File: config.mk
export PLATFORM = sky130hd
export DESIGN_NAME = strip_chart_column_render
export DESIGN_NICKNAME = d
export VERILOG_FILES = /design/src/scf_pkg.sv /design/src/strip_chart_column_render.sv /design/src/scf_divider.sv /design/src/scf_front.sv /design/src/scf_queue.sv /design/src/scf_back.sv
export SDC_FILE = /design/constraint.sdc
export NUM_CORES = 2
export LEC_CHECK = 0
export BUFFER_PORTS_ARGS = -buffer_cell sky130_fd_sc_hd__buf_2
export CORE_ASPECT_RATIO = 0.8
export CORE_MARGIN = 2
export CORE_UTILIZATION = 30
export DETAILED_ROUTE_END_ITERATION = 7
export PLACE_DENSITY_LB_ADDON = 0.3
export SYNTH_ARGS = -nofsm -noshare
export SYNTH_HDL_FRONTEND = slang
export SYNTH_HIERARCHICAL = 1
export SYNTH_SLANG_ARGS = --single-unit
File: constraint.sdc
create_clock -name clk -period 9.5 [get_ports clk]
set_input_delay 0.95 -clock clk [delete_from_list [all_inputs] [get_ports clk]]
set_output_delay 0.95 -clock clk [all_outputs]
set_load 0.05 [all_outputs]
File: src/scf_pkg.sv
package scf_pkg;

    // Plot geometry and series limits
    localparam int PLOT_ROWS      = 60;
    localparam int MAX_SERIES     = 4;
    localparam int GRID_DIVISIONS = 8;

    // Field widths
    localparam int ROW_W    = 6;
    localparam int SAMPLE_W = 16;
    localparam int COLOR_W  = 32;
    localparam int COUNT_W  = 3;
    localparam int SCALE_W  = 22;
    localparam int DIV_W    = SAMPLE_W + 1;
    localparam int STEP_W   = $clog2(SCALE_W + 1);
    localparam int BAND_W   = 4;
    localparam int CFG_IDX_W = 3;

    // Queue between front and back
    localparam int QUEUE_DEPTH = 2;
    localparam int QUEUE_AW    = $clog2(QUEUE_DEPTH);

    localparam logic [COLOR_W-1:0] OPAQUE_ALPHA   = 32'hff00_0000;
    localparam logic [COLOR_W-1:0] DEFAULT_SERIES = 32'hff00_ff00;

    // Configuration register indexes
    typedef enum logic [CFG_IDX_W-1:0] {
        CFG_RANGE_LOW  = 3'd0,
        CFG_RANGE_HIGH = 3'd1,
        CFG_BACKGROUND = 3'd2,
        CFG_GRID       = 3'd3,
        CFG_SERIES_0   = 3'd4,
        CFG_SERIES_1   = 3'd5,
        CFG_SERIES_2   = 3'd6,
        CFG_SERIES_3   = 3'd7
    } cfg_index_t;

    typedef enum logic [1:0] {
        FR_IDLE,
        FR_DIVIDE,
        FR_PUSH
    } front_state_t;

    typedef enum logic {
        BK_IDLE,
        BK_ROW
    } back_state_t;

    // One column job: span of rows covered by each series
    typedef struct packed {
        logic [COUNT_W-1:0]                   count;
        logic [MAX_SERIES-1:0][SCALE_W-1:0]   span_min;
        logic [MAX_SERIES-1:0][SCALE_W-1:0]   span_max;
    } job_t;

    // Colours used by the back end
    typedef struct packed {
        logic [COLOR_W-1:0]                   background;
        logic [COLOR_W-1:0]                   grid;
        logic [MAX_SERIES-1:0][COLOR_W-1:0]   series;
    } palette_t;

    // Grid band of a plot row, exact integer floor: count the band
    // boundaries at or above the row
    function automatic logic [BAND_W-1:0] row_band(input logic [ROW_W-1:0] row);
        logic [BAND_W-1:0]       band;
        logic [ROW_W+BAND_W-1:0] scaled;
        band   = '0;
        scaled = (ROW_W+BAND_W)'(row) * (ROW_W+BAND_W)'(GRID_DIVISIONS);
        for (int j = 1; j < GRID_DIVISIONS; j++)
        begin
            if (scaled >= (ROW_W+BAND_W)'(j * PLOT_ROWS))
            begin
                band = band + BAND_W'(1);
            end
        end
        return band;
    endfunction

    // True where a row opens a new band
    function automatic logic band_start(input logic [ROW_W-1:0] row);
        logic [ROW_W-1:0] above;
        above = row - ROW_W'(1);
        return (row != '0) && (row_band(row) != row_band(above));
    endfunction

endpackage

File: src/strip_chart_column_render.sv
// Strip chart column renderer.
// Input stream (s_*): one transfer carries up to four raw samples and makes one
// new pixel column of 60 rows, top row first. Output stream (m_*): one
// transfer per pixel, m_tlast high on the bottom row of the column.
// Configuration (cfg_*): register writes by index, always ready; write only
// while the block is idle.
// Scaling: the four samples are scaled in parallel by bit-serial dividers,
// pushed as a job into the queue and popped by the back end, whose pixels
// leave through an output register. Throughput: the back end makes one
// pixel per cycle within a column when the receiver keeps up; the front end
// scales the next item meanwhile and parks it in a two-entry queue.
// When the receiver stalls, the pixel in the output register holds and the
// back end stops; the front end accepts until a job waits on a full queue.
// Reset clears the per-series history, the queue and the output register and
// loads the default ranges and colours; the block is ready at once.
module strip_chart_column_render (
    input  logic        clk,
    input  logic        rst_n,
    // series_count [2:0], sample_0 [18:3], sample_1 [34:19],
    // sample_2 [50:35], sample_3 [66:51], zero pad [71:67]
    input  logic [71:0] s_tdata,
    input  logic        s_tvalid,
    output logic        s_tready,
    // row_index [5:0], pixel_color [37:6], zero pad [39:38]
    output logic [39:0] m_tdata,
    output logic        m_tvalid,
    input  logic        m_tready,
    // column_done
    output logic        m_tlast,
    input  logic        cfg_valid,
    output logic        cfg_ready,
    input  logic [2:0]  cfg_index,
    input  logic [31:0] cfg_data
);

    logic [scf_pkg::SAMPLE_W-1:0] range_low_reg;
    logic [scf_pkg::SAMPLE_W-1:0] range_high_reg;
    scf_pkg::palette_t            palette_reg;
    scf_pkg::cfg_index_t          cfg_sel;

    logic [scf_pkg::MAX_SERIES-1:0][scf_pkg::SAMPLE_W-1:0] samples;
    scf_pkg::job_t                push_job;
    scf_pkg::job_t                pop_job;
    logic                         push;
    logic                         pop;
    logic                         queue_full;
    logic                         queue_empty;
    logic [scf_pkg::ROW_W-1:0]    pixel_row;
    logic [scf_pkg::COLOR_W-1:0]  pixel_color;

    assign cfg_ready = 1'b1;
    assign cfg_sel   = scf_pkg::cfg_index_t'(cfg_index);

    // Register file
    always_ff @(posedge clk or negedge rst_n)
    begin
        if (!rst_n)
        begin
            range_low_reg          <= '0;
            range_high_reg         <= scf_pkg::SAMPLE_W'(100);
            palette_reg.background <= '0;
            palette_reg.grid       <= '0;
            for (int k = 0; k < scf_pkg::MAX_SERIES; k++)
            begin
                palette_reg.series[k] <= scf_pkg::DEFAULT_SERIES;
            end
        end
        else if (cfg_valid)
        begin
            unique case (cfg_sel)
                scf_pkg::CFG_RANGE_LOW:  range_low_reg  <= cfg_data[scf_pkg::SAMPLE_W-1:0];
                scf_pkg::CFG_RANGE_HIGH: range_high_reg <= cfg_data[scf_pkg::SAMPLE_W-1:0];
                scf_pkg::CFG_BACKGROUND: palette_reg.background <= cfg_data;
                scf_pkg::CFG_GRID:       palette_reg.grid       <= cfg_data;
                scf_pkg::CFG_SERIES_0:   palette_reg.series[0]  <= cfg_data;
                scf_pkg::CFG_SERIES_1:   palette_reg.series[1]  <= cfg_data;
                scf_pkg::CFG_SERIES_2:   palette_reg.series[2]  <= cfg_data;
                scf_pkg::CFG_SERIES_3:   palette_reg.series[3]  <= cfg_data;
                default:                 range_low_reg  <= range_low_reg;
            endcase
        end
    end

    // Unpack the samples
    for (genvar g = 0; g < scf_pkg::MAX_SERIES; g++)
    begin : g_sample
        assign samples[g] = s_tdata[scf_pkg::COUNT_W + g*scf_pkg::SAMPLE_W +: scf_pkg::SAMPLE_W];
    end

    scf_front u_front (
        .clk          (clk),
        .rst_n        (rst_n),
        .item_valid   (s_tvalid),
        .item_ready   (s_tready),
        .item_count   (s_tdata[scf_pkg::COUNT_W-1:0]),
        .item_samples (samples),
        .range_low    (range_low_reg),
        .range_high   (range_high_reg),
        .push         (push),
        .push_job     (push_job),
        .queue_full   (queue_full)
    );

    scf_queue u_queue (
        .clk      (clk),
        .rst_n    (rst_n),
        .push     (push),
        .push_job (push_job),
        .full     (queue_full),
        .pop      (pop),
        .pop_job  (pop_job),
        .empty    (queue_empty)
    );

    scf_back u_back (
        .clk         (clk),
        .rst_n       (rst_n),
        .queue_empty (queue_empty),
        .queue_job   (pop_job),
        .pop         (pop),
        .palette     (palette_reg),
        .pixel_valid (m_tvalid),
        .pixel_ready (m_tready),
        .pixel_row   (pixel_row),
        .pixel_color (pixel_color),
        .pixel_last  (m_tlast)
    );

    assign m_tdata = {2'b00, pixel_color, pixel_row};

endmodule

File: src/scf_divider.sv
module scf_divider (
    input  logic                        clk,
    input  logic                        rst_n,
    input  logic                        start,
    input  logic [scf_pkg::SCALE_W-1:0] dividend,
    input  logic [scf_pkg::DIV_W-1:0]   divisor,
    output logic                        busy,
    output logic [scf_pkg::SCALE_W-1:0] quotient
);

    logic [scf_pkg::STEP_W-1:0]  steps_reg;
    logic [scf_pkg::STEP_W-1:0]  steps_next;
    logic [scf_pkg::SCALE_W-1:0] quot_reg;
    logic [scf_pkg::SCALE_W-1:0] quot_next;
    logic [scf_pkg::DIV_W-1:0]   rem_reg;
    logic [scf_pkg::DIV_W-1:0]   rem_next;
    logic [scf_pkg::DIV_W-1:0]   divisor_reg;
    logic [scf_pkg::DIV_W:0]     rem_shift;

    // One restoring step: shift in the next dividend bit, subtract if it fits
    always_comb
    begin
        rem_shift  = {rem_reg, quot_reg[scf_pkg::SCALE_W-1]};
        steps_next = steps_reg;
        quot_next  = quot_reg;
        rem_next   = rem_reg;
        if (start)
        begin
            steps_next = scf_pkg::STEP_W'(scf_pkg::SCALE_W);
            quot_next  = dividend;
            rem_next   = '0;
        end
        else if (steps_reg != '0)
        begin
            steps_next = steps_reg - scf_pkg::STEP_W'(1);
            if (rem_shift >= {1'b0, divisor_reg})
            begin
                rem_next  = scf_pkg::DIV_W'(rem_shift - {1'b0, divisor_reg});
                quot_next = {quot_reg[scf_pkg::SCALE_W-2:0], 1'b1};
            end
            else
            begin
                rem_next  = rem_shift[scf_pkg::DIV_W-1:0];
                quot_next = {quot_reg[scf_pkg::SCALE_W-2:0], 1'b0};
            end
        end
    end

    always_ff @(posedge clk or negedge rst_n)
    begin
        if (!rst_n)
        begin
            steps_reg <= '0;
        end
        else
        begin
            steps_reg <= steps_next;
        end
    end

    // Hold operands and partial results
    always_ff @(posedge clk)
    begin
        quot_reg <= quot_next;
        rem_reg  <= rem_next;
        if (start)
        begin
            divisor_reg <= divisor;
        end
    end

    assign busy     = (steps_reg != '0);
    assign quotient = quot_reg;

endmodule

File: src/scf_front.sv
module scf_front (
    input  logic                         clk,
    input  logic                         rst_n,
    input  logic                         item_valid,
    output logic                         item_ready,
    input  logic [scf_pkg::COUNT_W-1:0]  item_count,
    input  logic [scf_pkg::MAX_SERIES-1:0][scf_pkg::SAMPLE_W-1:0] item_samples,
    input  logic [scf_pkg::SAMPLE_W-1:0] range_low,
    input  logic [scf_pkg::SAMPLE_W-1:0] range_high,
    output logic                         push,
    output scf_pkg::job_t                push_job,
    input  logic                         queue_full
);

    scf_pkg::front_state_t state_reg;
    scf_pkg::front_state_t state_next;

    logic [scf_pkg::COUNT_W-1:0]                          count_reg;
    logic [scf_pkg::COUNT_W-1:0]                          count_clamped;
    logic [scf_pkg::MAX_SERIES-1:0][scf_pkg::SCALE_W-1:0] prev_reg;
    logic [scf_pkg::MAX_SERIES-1:0][scf_pkg::SCALE_W-1:0] dividend;
    logic [scf_pkg::MAX_SERIES-1:0][scf_pkg::SCALE_W-1:0] quotient;
    logic [scf_pkg::MAX_SERIES-1:0]                       lane_busy;
    logic [scf_pkg::DIV_W-1:0]                            divisor;
    logic [scf_pkg::DIV_W-1:0]                            high_ext;
    logic [scf_pkg::DIV_W-1:0]                            low_ext;
    logic                                                 wrapped;
    logic                                                 start;

    assign count_clamped = (item_count > scf_pkg::COUNT_W'(scf_pkg::MAX_SERIES)) ?
                           scf_pkg::COUNT_W'(scf_pkg::MAX_SERIES) : item_count;

    // Scaling divisor; an inverted range uses 1, scaling to 0 unless high+1 == low
    always_comb
    begin
        high_ext = {1'b0, range_high};
        low_ext  = {1'b0, range_low};
        wrapped  = 1'b0;
        if (range_high >= range_low)
        begin
            divisor = high_ext - low_ext + scf_pkg::DIV_W'(1);
        end
        else
        begin
            divisor = scf_pkg::DIV_W'(1);
            wrapped = (high_ext + scf_pkg::DIV_W'(1) != low_ext);
        end
    end

    // Clamp each sample and scale by the row count; absent series scale to 0
    always_comb
    begin
        for (int k = 0; k < scf_pkg::MAX_SERIES; k++)
        begin
            logic [scf_pkg::SAMPLE_W-1:0] v;
            v = item_samples[k];
            if (v > range_high)
            begin
                v = range_high;
            end
            else if (v < range_low)
            begin
                v = range_low;
            end
            if (wrapped || (scf_pkg::COUNT_W'(k) >= count_clamped))
            begin
                dividend[k] = '0;
            end
            else
            begin
                dividend[k] = scf_pkg::SCALE_W'(v) * scf_pkg::SCALE_W'(scf_pkg::PLOT_ROWS);
            end
        end
    end

    assign start = item_valid && item_ready;

    for (genvar g = 0; g < scf_pkg::MAX_SERIES; g++)
    begin : g_lane
        scf_divider u_divider (
            .clk      (clk),
            .rst_n    (rst_n),
            .start    (start),
            .dividend (dividend[g]),
            .divisor  (divisor),
            .busy     (lane_busy[g]),
            .quotient (quotient[g])
        );
    end

    // Next state
    always_comb
    begin
        state_next = state_reg;
        unique case (state_reg)
            scf_pkg::FR_IDLE:
            begin
                if (item_valid)
                begin
                    state_next = scf_pkg::FR_DIVIDE;
                end
            end
            scf_pkg::FR_DIVIDE:
            begin
                if (!lane_busy[0])
                begin
                    state_next = scf_pkg::FR_PUSH;
                end
            end
            scf_pkg::FR_PUSH:
            begin
                if (!queue_full)
                begin
                    state_next = scf_pkg::FR_IDLE;
                end
            end
            default:
            begin
                state_next = scf_pkg::FR_IDLE;
            end
        endcase
    end

    // Outputs
    always_comb
    begin
        item_ready = 1'b0;
        push       = 1'b0;
        unique case (state_reg)
            scf_pkg::FR_IDLE:   item_ready = 1'b1;
            scf_pkg::FR_DIVIDE: item_ready = 1'b0;
            scf_pkg::FR_PUSH:   push       = !queue_full;
            default:            item_ready = 1'b0;
        endcase
    end

    // Span of each series against its last value
    always_comb
    begin
        push_job.count = count_reg;
        for (int k = 0; k < scf_pkg::MAX_SERIES; k++)
        begin
            if (quotient[k] < prev_reg[k])
            begin
                push_job.span_min[k] = quotient[k];
                push_job.span_max[k] = prev_reg[k];
            end
            else
            begin
                push_job.span_min[k] = prev_reg[k];
                push_job.span_max[k] = quotient[k];
            end
        end
    end

    // Control state and per-series history; entries beyond the count clear to 0
    always_ff @(posedge clk or negedge rst_n)
    begin
        if (!rst_n)
        begin
            state_reg <= scf_pkg::FR_IDLE;
            prev_reg  <= '0;
        end
        else
        begin
            state_reg <= state_next;
            if (push)
            begin
                prev_reg <= quotient;
            end
        end
    end

    always_ff @(posedge clk)
    begin
        if (start)
        begin
            count_reg <= count_clamped;
        end
    end

endmodule

File: src/scf_queue.sv
module scf_queue (
    input  logic          clk,
    input  logic          rst_n,
    input  logic          push,
    input  scf_pkg::job_t push_job,
    output logic          full,
    input  logic          pop,
    output scf_pkg::job_t pop_job,
    output logic          empty
);

    scf_pkg::job_t                  store [scf_pkg::QUEUE_DEPTH];
    logic [scf_pkg::QUEUE_AW-1:0]   wr_ptr_reg;
    logic [scf_pkg::QUEUE_AW-1:0]   rd_ptr_reg;
    logic [scf_pkg::QUEUE_AW:0]     fill_reg;
    logic [scf_pkg::QUEUE_AW:0]     fill_next;

    assign full    = (fill_reg == (scf_pkg::QUEUE_AW+1)'(scf_pkg::QUEUE_DEPTH));
    assign empty   = (fill_reg == '0);
    assign pop_job = store[rd_ptr_reg];

    always_comb
    begin
        fill_next = fill_reg;
        if (push && !pop)
        begin
            fill_next = fill_reg + (scf_pkg::QUEUE_AW+1)'(1);
        end
        else if (pop && !push)
        begin
            fill_next = fill_reg - (scf_pkg::QUEUE_AW+1)'(1);
        end
    end

    // Advance pointers and fill level
    always_ff @(posedge clk or negedge rst_n)
    begin
        if (!rst_n)
        begin
            wr_ptr_reg <= '0;
            rd_ptr_reg <= '0;
            fill_reg   <= '0;
        end
        else
        begin
            fill_reg <= fill_next;
            if (push)
            begin
                wr_ptr_reg <= wr_ptr_reg + scf_pkg::QUEUE_AW'(1);
            end
            if (pop)
            begin
                rd_ptr_reg <= rd_ptr_reg + scf_pkg::QUEUE_AW'(1);
            end
        end
    end

    always_ff @(posedge clk)
    begin
        if (push)
        begin
            store[wr_ptr_reg] <= push_job;
        end
    end

endmodule

File: src/scf_back.sv
module scf_back (
    input  logic                        clk,
    input  logic                        rst_n,
    input  logic                        queue_empty,
    input  scf_pkg::job_t               queue_job,
    output logic                        pop,
    input  scf_pkg::palette_t           palette,
    output logic                        pixel_valid,
    input  logic                        pixel_ready,
    output logic [scf_pkg::ROW_W-1:0]   pixel_row,
    output logic [scf_pkg::COLOR_W-1:0] pixel_color,
    output logic                        pixel_last
);

    scf_pkg::back_state_t state_reg;
    scf_pkg::back_state_t state_next;

    scf_pkg::job_t                job_reg;
    logic [scf_pkg::ROW_W-1:0]    row_reg;
    logic [1:0]                   bump_reg;
    logic [1:0]                   bump_eff;
    logic [1:0]                   bump_next;
    logic                         out_valid_reg;
    logic [scf_pkg::ROW_W-1:0]    out_row_reg;
    logic [scf_pkg::COLOR_W-1:0]  out_color_reg;
    logic                         out_last_reg;
    logic                         out_free;
    logic                         emit;
    logic                         last_row;
    logic [scf_pkg::ROW_W:0]      height;
    logic [scf_pkg::SCALE_W-1:0]  height_ext;
    logic [scf_pkg::SCALE_W-1:0]  height_up;
    logic [scf_pkg::BAND_W-1:0]   band;
    logic [scf_pkg::COLOR_W-1:0]  color;

    assign out_free = !out_valid_reg || pixel_ready;
    assign last_row = (row_reg == scf_pkg::ROW_W'(scf_pkg::PLOT_ROWS - 1));

    // Next state
    always_comb
    begin
        state_next = state_reg;
        unique case (state_reg)
            scf_pkg::BK_IDLE:
            begin
                if (!queue_empty)
                begin
                    state_next = scf_pkg::BK_ROW;
                end
            end
            scf_pkg::BK_ROW:
            begin
                if (out_free && last_row)
                begin
                    state_next = scf_pkg::BK_IDLE;
                end
            end
            default:
            begin
                state_next = scf_pkg::BK_IDLE;
            end
        endcase
    end

    // Outputs
    always_comb
    begin
        pop  = 1'b0;
        emit = 1'b0;
        unique case (state_reg)
            scf_pkg::BK_IDLE: pop  = !queue_empty;
            scf_pkg::BK_ROW:  emit = out_free;
            default:          pop  = 1'b0;
        endcase
    end

    // Colour one pixel: first covering series, else grid band, else background
    always_comb
    begin
        logic hit;
        height     = (scf_pkg::ROW_W+1)'(scf_pkg::PLOT_ROWS) - {1'b0, row_reg};
        height_ext = scf_pkg::SCALE_W'(height);
        height_up  = height_ext + scf_pkg::SCALE_W'(1);
        band       = scf_pkg::row_band(row_reg);
        bump_eff   = scf_pkg::band_start(row_reg) ? 2'd2 : bump_reg;
        bump_next  = bump_eff;
        hit        = 1'b0;
        color      = palette.background;
        for (int k = 0; k < scf_pkg::MAX_SERIES; k++)
        begin
            if (!hit && (scf_pkg::COUNT_W'(k) < job_reg.count)
                && (height_up >= job_reg.span_min[k])
                && (height_ext <= job_reg.span_max[k]))
            begin
                hit   = 1'b1;
                color = palette.series[k];
            end
        end
        if (!hit && (bump_eff != 2'd0))
        begin
            bump_next = bump_eff - 2'd1;
            if (band == scf_pkg::BAND_W'(scf_pkg::GRID_DIVISIONS / 2))
            begin
                color = palette.grid | scf_pkg::OPAQUE_ALPHA;
            end
            else
            begin
                color = palette.grid;
            end
        end
    end

    always_ff @(posedge clk or negedge rst_n)
    begin
        if (!rst_n)
        begin
            state_reg     <= scf_pkg::BK_IDLE;
            out_valid_reg <= 1'b0;
            row_reg       <= '0;
            bump_reg      <= '0;
        end
        else
        begin
            state_reg <= state_next;
            // Output register empties on transfer, refills on each pixel
            if (emit)
            begin
                out_valid_reg <= 1'b1;
            end
            else if (pixel_ready)
            begin
                out_valid_reg <= 1'b0;
            end
            if (pop)
            begin
                row_reg  <= '0;
                bump_reg <= '0;
            end
            else if (emit)
            begin
                row_reg  <= row_reg + scf_pkg::ROW_W'(1);
                bump_reg <= bump_next;
            end
        end
    end

    // Hold the job and the pixel payload
    always_ff @(posedge clk)
    begin
        if (pop)
        begin
            job_reg <= queue_job;
        end
        if (emit)
        begin
            out_row_reg   <= row_reg;
            out_color_reg <= color;
            out_last_reg  <= last_row;
        end
    end

    assign pixel_valid = out_valid_reg;
    assign pixel_row   = out_row_reg;
    assign pixel_color = out_color_reg;
    assign pixel_last  = out_last_reg;

endmodule
==> flow_summary.yaml <==
clock_tree:
  cts_max_level: 3
  clock_latency_ns: 0.78
  cts_resized: 0
  cts_hold_buf: 0
  numCtsBuffers: 117
  clock_path_buffers: 3
  clkSlewWorstSetupHoldPaths_ns: 0.07
  cts.sinks: 1151
  post_cts_buffers: 0
  cts_tree: "done"
  clockRootBuffer: "clkbuf_16"
synth:
  ys_types: 124
  ys_top_cells_by_area: "edfxtp_1 33%, dfrtp_1 10%, mux2_2 9.9%, ha_1 9.2%, inv_1 2.7%"
  syn-cell-area_um2: 67700
  ys_seq_area_share_pct: 47.6
  synth_top_area_share_pct: 32.6
  synth_async_sr_flop_share_pct: 30.2
  synth_area_leader_cell: "edfxtp_1"
  synthCells: 5652
  ys.flop_type: "edfxtp_1"
  synth_edf_count: 735
  ys_warn_count: 6
  synth_area_per_cell_um2: 12.0
  synth-seq-cells: 1151
cells_and_area:
  drive_above_1_share_pct: 22.8
  layout_commonest_cell: "edfxtp_1"
  fill_cells: 22100
  utilization_pct: 33.8
  nets: 6500
  layout_common_cells: "735 x edfxtp_1, 595 x mux2_2, 498 x ha_1"
  largest_reg_flops: 358
  syn_to_final_growth_pct: 11.9
timing:
  fin_skew_ns: 0.0668
  setup_viol: 0
  slew_headroom_pct: 14.3
  hold_violations: 0
  fmax_ghz: 0.122
  worst_pin_slew_ns: 1.28
  rsz0062_at_grt: "no"
  fin_crit_ns: 8.20
  fin_crit_sh_pct: 86.3
  fin_tns_setup_ns: 0
  drv_slew: 0
die:
  rows: 155
  core-area_um2: 224000
  die_h_um: 429
  initial_core_util_pct: 30.3
  ios: 156
  fp.dieArea_um2: 229000
  die_x_um: 535
setup_path:
  slowest_stage: "dfrtp_1"
  cp-end-kind: "flop"
  worstPathMaxFanout: 24
  start_kind: "flop"
  crit_arrival_ns: 8.68
  critPathMostFrequentCell: "ha_1"
  max_stage_delay_ns: 0.66
  ff2ff_path_depth: 30
  crit_type: "reg -> reg"
  worstPathRequired_ns: 9.98
global_route:
  grt_usage_pct: 15.6
  overflow: 0
  grt_pass1_wl_mm: 274
  grt_pass1_vias: 43100
  antenna_found_initial: 68
  grt_max_degree: 177
placed_design:
  gp_congestion: 0.903
  port_buffers: 147
  hpwlAfterDp_mm: 131
hold_path:
  min_path_type: "in -> async"
detailed_routing:
  drtAntennaViolNets: 0
  first_iter_violations: 3134
  routed_via_density: 4.92
  vias: 43900
  first_pass_iters: 5
  wl_per_cell_um: 20.3
  wl_mm: 181
  drc: 0
outcome:
  status: "completed"
run:
  maxCapViolCount: 0
==> logic make-up after synthesis <==
group | count (synthesis) | synth area share [%]
muxes | 810 | 14.2
and+or+nand+nor | 1093 | 7.92
xor gates and xnor gates | 233 | 3.12
adders and majority gates | 607 | 12.0
other | 3 | 0.0166
AOI/OAI and AO/OA | 1066 | 10.5
DFF | 1151 | 47.6
buffers and inverters | 689 | 4.61
==> cell usage after synthesis (all sizes together) (18+ instances only) <==
library cell	number
inv	485
xor2	91
xnor2	138
dfstp	67
a211oi	57
nand3	67
a31oi	55
mux2	718
a211o	18
a21o	142
nor2b	52
nor3	67
o22ai	36
maj3	29
dfxtp	68
a221o	24
buf	137
nor2	293
nand4	69
nor4	50
nand2	320
a21oi	212
mux2i	92
edfxtp	735
o31ai	22
and3	20
o21ai	317
dfrtp	281
o211ai	23
nand2b	41
ha	498
o21a	48
clkbuf	66
or3	35
fa	80
==> worst paths after layout <==
path | start | endpoint | slack (ns)
min in group clk | u_front/count_reg[1] | u_queue/store[1][177] | 0.45
worst max register to register | u_back/row_reg[1] | u_back/pixel_color[20] | 1.30
worst min register to register | u_front/count_reg[1] | u_queue/store[1][177] | 0.45
max in group asynchronous | rst_n | u_queue/rd_ptr_reg | 7.16
worst min-delay path | rst_n | u_front/g_lane[0].u_divider/steps_reg[4] | 0.17
worst max-delay path | u_back/row_reg[1] | u_back/pixel_color[20] | 1.30
==> per-stage QoR <==
step                      area, um^2  hold WS, ns  setup WS [ns]  instances
after floorplan                67700        0.420         0.0616       5660
after detailed placement       71800        0.437           1.31       8674
after global routing           75700        0.164          0.858       8909
final                          75700        0.169           1.30       8921
after CTS                      75600        0.145           1.27       8896
after global placement         71800        0.434           1.31       8674
==> critical path, delay by kind of cell, from the launching register on <==
| kind | cells | cell delay (ns) |
|---|---|---|
| xor+xnor | 3 | 0.70 |
| fa+ha+maj | 7 | 2.14 |
| buf+inv | 4 | 0.83 |
| mux | 1 | 0.28 |
| compound gates | 9 | 1.57 |
| simple gates | 6 | 1.70 |
| flops | 1 | 0.66 |
==> area by class of cell <==
class                           count  area (um^2)  share of cell area, %
Timing Repair Buffer              234         1440                   1.90
Inverter                          486         1820                   2.41
Clock inverter                     75          729                  0.964
Sequential cell                  1151        32200                   42.6
Antenna cell                       25         62.6                 0.0827
Tap cell                         2983         3730                   4.93
Multi-Input combinational cell   3820        32500                   43.0
Clock buffer                      147         3140                   4.15
==> metal layers <==
| metal | vias up | global-route usage [%] | share of wire [%] |
|---|---|---|---|
| li1 | 21000 | - | - |
| met1 | 21600 | 21.8 | 47 |
| met2 | 972 | 24.1 | 44 |
| met3 | 301 | 3.22 | 5.7 |
| met4 | 30 | 4.68 | 2.9 |
| met5 | - | 0 | 0.11 |
Power is not shown: default switching activity piles up to over one toggle a cycle in this logic, so the estimate is an artifact.
